**config.mk**
```make
export PLATFORM = sky130hd
export DESIGN_NAME = integer_field_formatter
export DESIGN_NICKNAME = d
export VERILOG_FILES = /design/src/rtl/iff_pkg.sv /design/src/rtl/integer_field_formatter.sv /design/src/rtl/iff_digit_ram.sv
export SDC_FILE = /design/constraint.sdc
export NUM_CORES = 1
export LEC_CHECK = 0
export ABC_AREA = 1
export BUFFER_PORTS_ARGS = -buffer_cell sky130_fd_sc_hd__buf_4
export CORE_ASPECT_RATIO = 0.9
export CORE_MARGIN = 2
export CORE_UTILIZATION = 35
export DETAILED_ROUTE_END_ITERATION = 8
export GPL_TIMING_DRIVEN = 0
export PLACE_DENSITY = 0.6
export SYNTH_ARGS = -nofsm -noshare
export SYNTH_HDL_FRONTEND = slang
export SYNTH_SLANG_ARGS = --single-unit
```
**constraint.sdc**
```tcl
create_clock -name i_clk -period 6.9 [get_ports i_clk]
set_input_delay 0.69 -clock i_clk [delete_from_list [all_inputs] [get_ports i_clk]]
set_output_delay 0.69 -clock i_clk [all_outputs]
set_load 0.005 [all_outputs]
```
**src/rtl/iff_pkg.sv**
```systemverilog
//------------------------------------------------------------------------------
// iff_pkg: shared types and constants for the integer field formatter
// Conversion codes, state encoding and default sizes.
//------------------------------------------------------------------------------
package iff_pkg;

    localparam int unsigned DEF_VALUE_BITS = 64;
    localparam int unsigned DEF_MAX_FIELD  = 63;

    typedef enum logic [2:0] {
        CMD_SDEC = 3'd0,
        CMD_UDEC = 3'd1,
        CMD_OCT  = 3'd2,
        CMD_HEXL = 3'd3,
        CMD_HEXU = 3'd4,
        CMD_PTR  = 3'd5
    } t_cmd;

    typedef enum logic [2:0] {
        ST_IDLE,
        ST_CONV,
        ST_PLAN,
        ST_EMIT
    } t_state;

    localparam logic [7:0] CH_ZERO  = 8'h30;
    localparam logic [7:0] CH_SPACE = 8'h20;
    localparam logic [7:0] CH_PLUS  = 8'h2b;
    localparam logic [7:0] CH_MINUS = 8'h2d;

    // Map a 4-bit digit to ASCII.
    function automatic logic [7:0] digit_char(input logic [3:0] d, input logic upper);
        logic [7:0] r;
        begin
            if (d < 4'd10) begin
                r = CH_ZERO + {4'd0, d};
            end else if (upper) begin
                r = 8'h37 + {4'd0, d};
            end else begin
                r = 8'h57 + {4'd0, d};
            end
            return r;
        end
    endfunction

endpackage

```
**src/rtl/integer_field_formatter.sv**
```systemverilog
//------------------------------------------------------------------------------
// integer_field_formatter: printf-style integer field formatter
// Turns one value plus parsed conversion and flags into ASCII characters.
//------------------------------------------------------------------------------
// One item is worked on at a time. Decimal digits come out of a bit-serial
// shift-and-add-3 converter, one value bit per cycle, which then hands
// over its stored digits one at a time; octal and hex digits are taken
// straight from the value. Digits go into a small RAM least significant
// first. A planning state follows, then the field leaves through a single
// output register while the output side takes it: pad, sign, prefix and
// zero-fill characters go straight into the output register, and each digit
// is first read from the RAM, then loaded into the output register. A field
// that comes out empty (zero with zero precision, no width and no sign,
// prefix or alternate-form zero) produces no item at all.
module integer_field_formatter
    import iff_pkg::*;
#(
    parameter int unsigned VALUE_BITS = DEF_VALUE_BITS,
    parameter int unsigned MAX_FIELD  = DEF_MAX_FIELD
) (
    input  logic        i_clk,
    input  logic        i_rst_n,
    input  logic        s_tvalid,
    output logic        s_tready,
    // tdata, low bit up: cmd[2:0], value[66:3], field_width[72:67],
    // digit_precision[78:73], precision_given[79], left_justify[80],
    // zero_pad[81], force_sign[82], space_sign[83], alternate_form[84], pad
    input  logic [87:0] s_tdata,
    output logic        m_tvalid,
    input  logic        m_tready,
    // tdata: ch[7:0]
    output logic [7:0]  m_tdata,
    output logic        m_tlast
);
    localparam int unsigned ND      = (VALUE_BITS * 3 + 9) / 10 + 1; // decimal digits
    localparam int unsigned DEPTH   = 32;
    localparam int unsigned AW      = 5;
    localparam int unsigned CW      = 7;   // counts up to 127
    localparam int unsigned BCW     = $clog2(VALUE_BITS + 1);

    t_state r_state, n_state;

    // captured item
    logic [VALUE_BITS-1:0] r_val, n_val;
    logic [2:0]  r_cmd, n_cmd;
    logic [CW-1:0] r_width, n_width, r_prec, n_prec;
    logic r_left, n_left, r_zpad, n_zpad, r_alt, n_alt;
    logic [7:0]  r_pre0, n_pre0, r_pre1, n_pre1;
    logic [1:0]  r_plen, n_plen;

    // BCD shift register, one nibble per digit
    logic [ND*4-1:0] r_bcd, n_bcd;
    logic [BCW-1:0]  r_bcnt, n_bcnt;
    logic [AW:0]     r_nd, n_nd;   // digits stored

    // emission plan
    logic [CW-1:0] r_pad, n_pad, r_zeros, n_zeros, r_pos, n_pos, r_len, n_len;
    logic [AW:0]   r_didx, n_didx;

    // output register
    logic       r_ovld, n_ovld;
    logic [7:0] r_och, n_och;
    logic       r_olast, n_olast;

    logic          w_we;
    logic [AW-1:0] w_waddr, w_raddr;
    logic [3:0]    w_wdata, w_rdata;
    logic          r_rd_pend, n_rd_pend;

    iff_digit_ram #(.WIDTH(4), .DEPTH(DEPTH)) u_ram (
        .i_clk  (i_clk),
        .i_we   (w_we),
        .i_waddr(w_waddr),
        .i_wdata(w_wdata),
        .i_raddr(w_raddr),
        .o_rdata(w_rdata)
    );

    assign s_tready = (r_state == ST_IDLE) && !r_ovld;
    assign m_tvalid = r_ovld;
    assign m_tdata  = r_och;
    assign m_tlast  = r_olast;

    always_ff @(posedge i_clk) begin
        if (!i_rst_n) begin
            r_state   <= ST_IDLE;
            r_ovld    <= 1'b0;
            r_rd_pend <= 1'b0;
        end else begin
            r_state   <= n_state;
            r_ovld    <= n_ovld;
            r_rd_pend <= n_rd_pend;
        end
        r_val <= n_val;   r_cmd <= n_cmd;   r_width <= n_width; r_prec <= n_prec;
        r_left <= n_left; r_zpad <= n_zpad; r_alt <= n_alt;
        r_pre0 <= n_pre0; r_pre1 <= n_pre1; r_plen <= n_plen;
        r_bcd <= n_bcd;   r_bcnt <= n_bcnt; r_nd <= n_nd;
        r_pad <= n_pad;   r_zeros <= n_zeros; r_pos <= n_pos; r_len <= n_len;
        r_didx <= n_didx; r_och <= n_och;   r_olast <= n_olast;
    end

    // next-state and datapath
    always_comb begin
        logic [2:0]            c;
        logic [VALUE_BITS-1:0] v;
        logic [5:0]            fw, fp;
        logic                  pg, neg;
        logic [ND*4-1:0]       adj;
        logic [3:0]            nib;
        logic [CW-1:0]         cnt, tot, ndw;
        logic                  emit;
        logic [7:0]            ch;
        logic [CW-1:0]         k;

        n_state = r_state; n_val = r_val; n_cmd = r_cmd; n_width = r_width;
        n_prec = r_prec; n_left = r_left; n_zpad = r_zpad; n_alt = r_alt;
        n_pre0 = r_pre0; n_pre1 = r_pre1; n_plen = r_plen;
        n_bcd = r_bcd; n_bcnt = r_bcnt; n_nd = r_nd; n_pad = r_pad;
        n_zeros = r_zeros; n_pos = r_pos; n_len = r_len; n_didx = r_didx;
        n_ovld = r_ovld; n_och = r_och; n_olast = r_olast; n_rd_pend = 1'b0;
        w_we = 1'b0; w_waddr = r_nd[AW-1:0]; w_wdata = 4'd0;
        w_raddr = r_didx[AW-1:0] - AW'(1);
        c = 3'd0; v = '0; fw = '0; fp = '0; pg = 1'b0; neg = 1'b0; adj = '0;
        nib = '0; cnt = '0; tot = '0; ndw = '0; emit = 1'b0; ch = '0; k = '0;

        if (r_ovld && m_tready) begin
            n_ovld = 1'b0;
        end

        unique case (r_state)
            ST_IDLE: begin
                if (s_tvalid && s_tready) begin
                    c  = s_tdata[2:0];
                    if (c > 3'd5) c = CMD_UDEC;
                    v  = s_tdata[3 +: VALUE_BITS];
                    fw = s_tdata[72:67];
                    fp = s_tdata[78:73];
                    pg = s_tdata[79];
                    n_cmd = c;
                    n_width = (CW'(fw) > CW'(MAX_FIELD)) ? CW'(MAX_FIELD) : CW'(fw);
                    n_prec = !pg ? CW'(1) :
                        ((CW'(fp) > CW'(MAX_FIELD - 3)) ? CW'(MAX_FIELD - 3) : CW'(fp));
                    n_left = s_tdata[80];
                    n_zpad = s_tdata[81] && !pg;
                    n_alt  = s_tdata[84];
                    n_plen = 2'd0;
                    neg = (c == CMD_SDEC) && v[VALUE_BITS-1];
                    if (neg) v = ~v + VALUE_BITS'(1);
                    if (c == CMD_SDEC) begin
                        if (neg) begin
                            n_pre0 = CH_MINUS; n_plen = 2'd1;
                        end else if (s_tdata[82]) begin
                            n_pre0 = CH_PLUS;  n_plen = 2'd1;
                        end else if (s_tdata[83]) begin
                            n_pre0 = CH_SPACE; n_plen = 2'd1;
                        end
                    end else if (c == CMD_PTR ||
                                 ((c == CMD_HEXL || c == CMD_HEXU) && s_tdata[84] && v != '0)) begin
                        n_pre0 = CH_ZERO;
                        n_pre1 = (c == CMD_HEXU) ? 8'h58 : 8'h78;
                        n_plen = 2'd2;
                    end
                    n_val = v;
                    n_bcd = '0;
                    n_bcnt = '0;
                    n_nd = '0;
                    n_state = ST_CONV;
                end
            end
            ST_CONV: begin
                if (r_cmd == CMD_SDEC || r_cmd == CMD_UDEC) begin
                    if (r_bcnt != BCW'(VALUE_BITS)) begin
                        // shift one value bit into the BCD register
                        for (int i = 0; i < ND; i++) begin
                            nib = r_bcd[i*4 +: 4];
                            adj[i*4 +: 4] = (nib > 4'd4) ? nib + 4'd3 : nib;
                        end
                        n_bcd = {adj[ND*4-2:0], r_val[VALUE_BITS-1]};
                        n_val = {r_val[VALUE_BITS-2:0], 1'b0};
                        n_bcnt = r_bcnt + BCW'(1);
                    end else if (r_bcd != '0) begin
                        w_we = 1'b1; w_wdata = r_bcd[3:0];
                        n_bcd = r_bcd >> 4;
                        n_nd = r_nd + (AW+1)'(1);
                    end else begin
                        n_state = ST_PLAN;
                    end
                end else begin
                    if (r_val != '0) begin
                        w_we = 1'b1;
                        if (r_cmd == CMD_OCT) begin
                            w_wdata = {1'b0, r_val[2:0]};
                            n_val = r_val >> 3;
                        end else begin
                            w_wdata = r_val[3:0];
                            n_val = r_val >> 4;
                        end
                        n_nd = r_nd + (AW+1)'(1);
                    end else begin
                        n_state = ST_PLAN;
                    end
                end
            end
            ST_PLAN: begin
                ndw = CW'(r_nd);
                cnt = (ndw > r_prec) ? ndw : r_prec;
                if (r_cmd == CMD_OCT && r_alt && cnt == ndw) cnt = ndw + CW'(1);
                tot = CW'(r_plen) + cnt;
                n_pad = (r_width > tot) ? r_width - tot : '0;
                n_zeros = cnt - ndw;
                n_len = (r_width > tot) ? r_width : tot;
                n_pos = '0;
                n_didx = r_nd;
                n_state = (n_len == '0) ? ST_IDLE : ST_EMIT;
            end
            ST_EMIT: begin
                // walk the field: pad, prefix, zero fill, digits, right pad
                if (!n_ovld && !r_rd_pend) begin
                    k = r_pos;
                    emit = 1'b1;
                    if (!r_left && !r_zpad && k < r_pad) begin
                        ch = CH_SPACE;
                    end else begin
                        if (!r_left && !r_zpad) k = k - r_pad;
                        if (k < CW'(r_plen)) begin
                            ch = (k == '0) ? r_pre0 : r_pre1;
                        end else begin
                            k = k - CW'(r_plen);
                            if (r_zpad && !r_left) begin
                                if (k < r_pad) begin
                                    ch = CH_ZERO;
                                end else begin
                                    k = k - r_pad;
                                end
                            end
                            if (!(r_zpad && !r_left && r_pos - CW'(r_plen) < r_pad)) begin
                                if (k < r_zeros) begin
                                    ch = CH_ZERO;
                                end else if (r_didx != '0) begin
                                    // fetch digit, load it into the output register next cycle
                                    emit = 1'b0;
                                    n_rd_pend = 1'b1;
                                end else begin
                                    ch = CH_SPACE;
                                end
                            end
                        end
                    end
                    if (emit) begin
                        n_ovld = 1'b1; n_och = ch;
                        n_olast = (r_pos + CW'(1) == r_len);
                        n_pos = r_pos + CW'(1);
                        if (n_olast) n_state = ST_IDLE;
                    end
                end else if (!n_ovld && r_rd_pend) begin
                    n_ovld = 1'b1;
                    n_och = digit_char(w_rdata, r_cmd == CMD_HEXU);
                    n_olast = (r_pos + CW'(1) == r_len);
                    n_pos = r_pos + CW'(1);
                    n_didx = r_didx - (AW+1)'(1);
                    if (n_olast) n_state = ST_IDLE;
                end else if (r_rd_pend) begin
                    n_rd_pend = 1'b1;
                end
            end
            default: n_state = ST_IDLE;
        endcase
    end

`ifndef SYNTHESIS
    a_no_accept_busy: assert property (@(posedge i_clk) disable iff (!i_rst_n)
        s_tready |-> r_state == ST_IDLE) else $error("accept while busy");
    a_last_ends: assert property (@(posedge i_clk) disable iff (!i_rst_n)
        (m_tvalid && m_tready && m_tlast) |-> !(r_state == ST_EMIT))
        else $error("last item without return to idle");
    a_digits_fit: assert property (@(posedge i_clk) disable iff (!i_rst_n)
        (r_state == ST_CONV) |-> r_nd <= (AW+1)'(DEPTH)) else $error("digit store overflow");
`endif
endmodule

```
**src/rtl/iff_digit_ram.sv**
```systemverilog
//------------------------------------------------------------------------------
// iff_digit_ram: generic simple dual-port RAM with registered read
// One write port and one read port, read data valid the cycle after.
//------------------------------------------------------------------------------
module iff_digit_ram #(
    parameter int unsigned WIDTH = 4,
    parameter int unsigned DEPTH = 64
) (
    input  logic                     i_clk,
    input  logic                     i_we,
    input  logic [$clog2(DEPTH)-1:0] i_waddr,
    input  logic [WIDTH-1:0]         i_wdata,
    input  logic [$clog2(DEPTH)-1:0] i_raddr,
    output logic [WIDTH-1:0]         o_rdata
);
    logic [WIDTH-1:0] r_mem [DEPTH];
    logic [WIDTH-1:0] r_rdata;

    always_ff @(posedge i_clk) begin
        if (i_we) begin
            r_mem[i_waddr] <= i_wdata;
        end
        r_rdata <= r_mem[i_raddr];
    end

    assign o_rdata = r_rdata;
endmodule

```
==> results.json <==
{
  "fill_cells": 6587,
  "first_pass_iters": 5,
  "fp.dieArea_um2": 68100,
  "core_um2": 65500,
  "vias": 19294,
  "yosysTopAreaCellShare_pct": 46.3,
  "max_clock_freq_ghz": 0.160,
  "async_flop_share_pct": 0,
  "status": "finished clean",
  "cp-end-kind": "flip-flop",
  "hpwl_mm": 50.4,
  "avgSynthCellArea_um2": 8.75,
  "post-route-period-util_pct": 90.4,
  "ir_drop_mv": 0.207,
  "cap_violations": 0,
  "clockBufferDepth": 3,
  "drt_wl_total_mm": 65.9,
  "synth_nets": 2842,
  "path_buf_inv": 4,
  "numCtsBuffers": 41,
  "die_w_um": 275,
  "max_slew.worst_pin.slew_ps": 1130,
  "crit_fanout": 10,
  "num_rows": 89,
  "wl_per_cell_um": 17.9,
  "start_util_pct": 35.3,
  "n_antenna_cell": 0,
  "power_switching_mw": 5.05,
  "root_buffer": "clkbuf_16",
  "min_path_type": "in -> reg",
  "synth_area_leaders": "edfxtp_1, inv_1, nor2_1",
  "crit_path_frequent_cell": "ha_1",
  "numClockSinks": 364,
  "drt_iter0_markers": 1842,
  "arrival_ps": 6460,
  "die_h_um": 248,
  "synth_edf_count": 356,
  "synth-seq-cells": 364,
  "p_sw_share_pct": 43.4,
  "antenna_found_initial": 0,
  "crit_type": "reg -> reg",
  "pwr-share-clk_pct": 18.3,
  "drc": 0,
  "path_delay_family": "compound AO/OA/AOI/OAI gates",
  "start_kind": "flip-flop",
  "grt_usage_pct": 19.4,
  "gp_congestion": 0.939,
  "syn_inst": 2641,
  "maxSlewHeadroom_pct": 24.7,
  "seq_power_share_pct": 34.0,
  "layout_common_cells": "inv_1, nor2_1, nand2_1, edfxtp_1, o21ai_0",
  "p_leak_nw": 10.4,
  "rsz0062_at_grt": "no",
  "io-pin-count": 103,
  "required_ps": 7130,
  "mostFrequentLayoutCell": "inv_1",
  "syn2layout_area_growth_pct": 14.2,
  "clkLatencyLatePin_ps": 580,
  "syn_area_um2": 23100,
  "power_mw": 11.6,
  "synth_ff_type": "edfxtp_1",
  "setup_viol": 0,
  "port_buffers": 98,
  "grt_pass1_vias": 18462,
  "drv_slew": 0,
  "yosys.area.top_type": "edfxtp_1",
  "grt_max_degree": 48,
  "synth_seq_area_share_pct": 47.0,
  "max_stage_delay_ps": 500,
  "min_period_ps": 6240,
  "pwr-share-comb_pct": 47.7,
  "ant_nets": 0,
  "nNetsFinal": 2992,
  "p_int_mw": 6.59,
  "cts_tree": "built",
  "synth_warnings": 0,
  "p_per_area_nw_per_um2": 441,
  "tns_ps": 0,
  "drive_above_1_share_pct": 8.75,
  "synth_cell_type_count": 63,
  "post_cts_buffers": 0,
  "vias_per_cell": 5.23,
  "fin_skew_ps": 26.9,
  "crit_chain": "inv_1 -> ha_1 -> fa_1 -> o21ai_0 -> ha_1 -> a211oi_1 -> nand3b_1 -> xnor2_1 -> ha_1 -> inv_1 -> o311ai_1 -> nand2_1 -> clkbuf_1 -> o21ai_0 -> ha_1 -> a21oi_1 -> nor2_1 -> a211oi_1 -> nand2_1 -> nand2_1 -> o21ai_0 -> or2_2 -> inv_1",
  "ctsHtreeMaxLevel": 2,
  "path_clk_slew_ps": 60,
  "crit_slowest_cell": "edfxtp_1",
  "final-hold-violation-count": 0,
  "grt_pass1_wl_mm": 103,
  "overflow": 0
}
==> kinds of logic (layout without fill, tap and decap cells) <==
family,Yosys count,in the layout,synth area share [%]
compound gates,567,567,14.8
xor+xnor,128,128,4.88
fa+ha+maj,109,109,6.13
buf+inv,473,656,7.87
flops,364,364,47.0
mux,19,19,0.823
other cells,1,1,0.0162
simple gates,980,980,18.5
==> Yosys cell counts, drive strengths merged, types with 8 or more instances <==
library cell and instances:
xor2 99, o22ai 56, o21ai 243, nor4 26, clkbuf 69, inv 382
xnor2 29, nand4 60, a31oi 11, mux2i 19, dfxtp 8, or2 11
edfxtp 356, nor2 374, buf 20, nand3 83, o32ai 37, nor3 42
o211ai 51, o221ai 38, a21oi 111, nand2 377, ha 102
==> repair_timing <==
| action | 4_1_cts | 5_1_grt |
|---|---|---|
| gates resized for setup | 0 | 1 |
| hold buffers | 0 | 0 |
| endpoints found under the setup margin | 0 | 8 |
==> power groups by stage <==
stage / Sequential [mW] / Combinational (mW) / Clock, mW
after global placement: 4.04 / 5.37 / 0
after floorplan: 3.87 / 4.01 / 0
final: 3.96 / 5.56 / 2.13
after global routing: 4.04 / 6.31 / 2.26
after CTS: 3.95 / 5.55 / 2.18
after detailed placement: 3.99 / 5.51 / 0
==> flip-flops by register name, indices dropped and copies added (netlist names), 7 cells and up <==
name and count:
r_val 64, r_pad 7, r_zeros 7, r_bcd 84, r_len 7, r_pos 7
r_bcnt 7, u_ram.r_mem 128, m_tdata 7
==> final cells by class <==
cell class / instances / area, um^2 / share of cell area, %
clock inverter: 25 / 213 / 0.806
clock buffer: 51 / 1060 / 4.03
multi-input combinational: 1804 / 10500 / 39.7
timing repair buffer: 107 / 875 / 3.31
buffer: 89 / 378 / 1.43
inverter: 384 / 1440 / 5.46
sequential: 364 / 10900 / 41.1
tap: 864 / 1080 / 4.10
==> path summary, 6_finish.rpt <==
path	startpoint	to	slack, ps	cells after the start
setup / recovery	r_pos[0]	m_tdata[2]	660	23
hold / removal	s_tdata[72]	r_width[5]	300	1
setup reg to reg	r_pos[0]	m_tdata[2]	660	23
hold reg to reg	r_rd_pend	r_rd_pend	490	2
==> metal layers <==
metal  global-route usage [%]  up-vias  share of wire, %
met4                     5.48        0               2.3
li1                         -     9466                 -
met3                     3.14       95               7.0
met1                     28.3     9086                47
met5                        0        -                 0
met2                     29.5      647                43
==> metrics by stage <==
| stage | setup slack, ps | instance area, um^2 | hold WS [ps] | utilization, % | cells |
|---|---|---|---|---|---|
| floorplan | 1560 | 23100 | 462 | - | 2641 |
| finish | 664 | 26400 | 298 | 40.3 | 3688 |
| global placement | 192 | 24900 | 487 | 38.1 | 3603 |
| CTS | 490 | 26400 | 272 | 40.3 | 3688 |
| detailed placement | 558 | 25100 | 484 | 38.3 | 3612 |
| global route | 114 | 26400 | 279 | 40.3 | 3688 |
(Power assumes the default switching activity.)
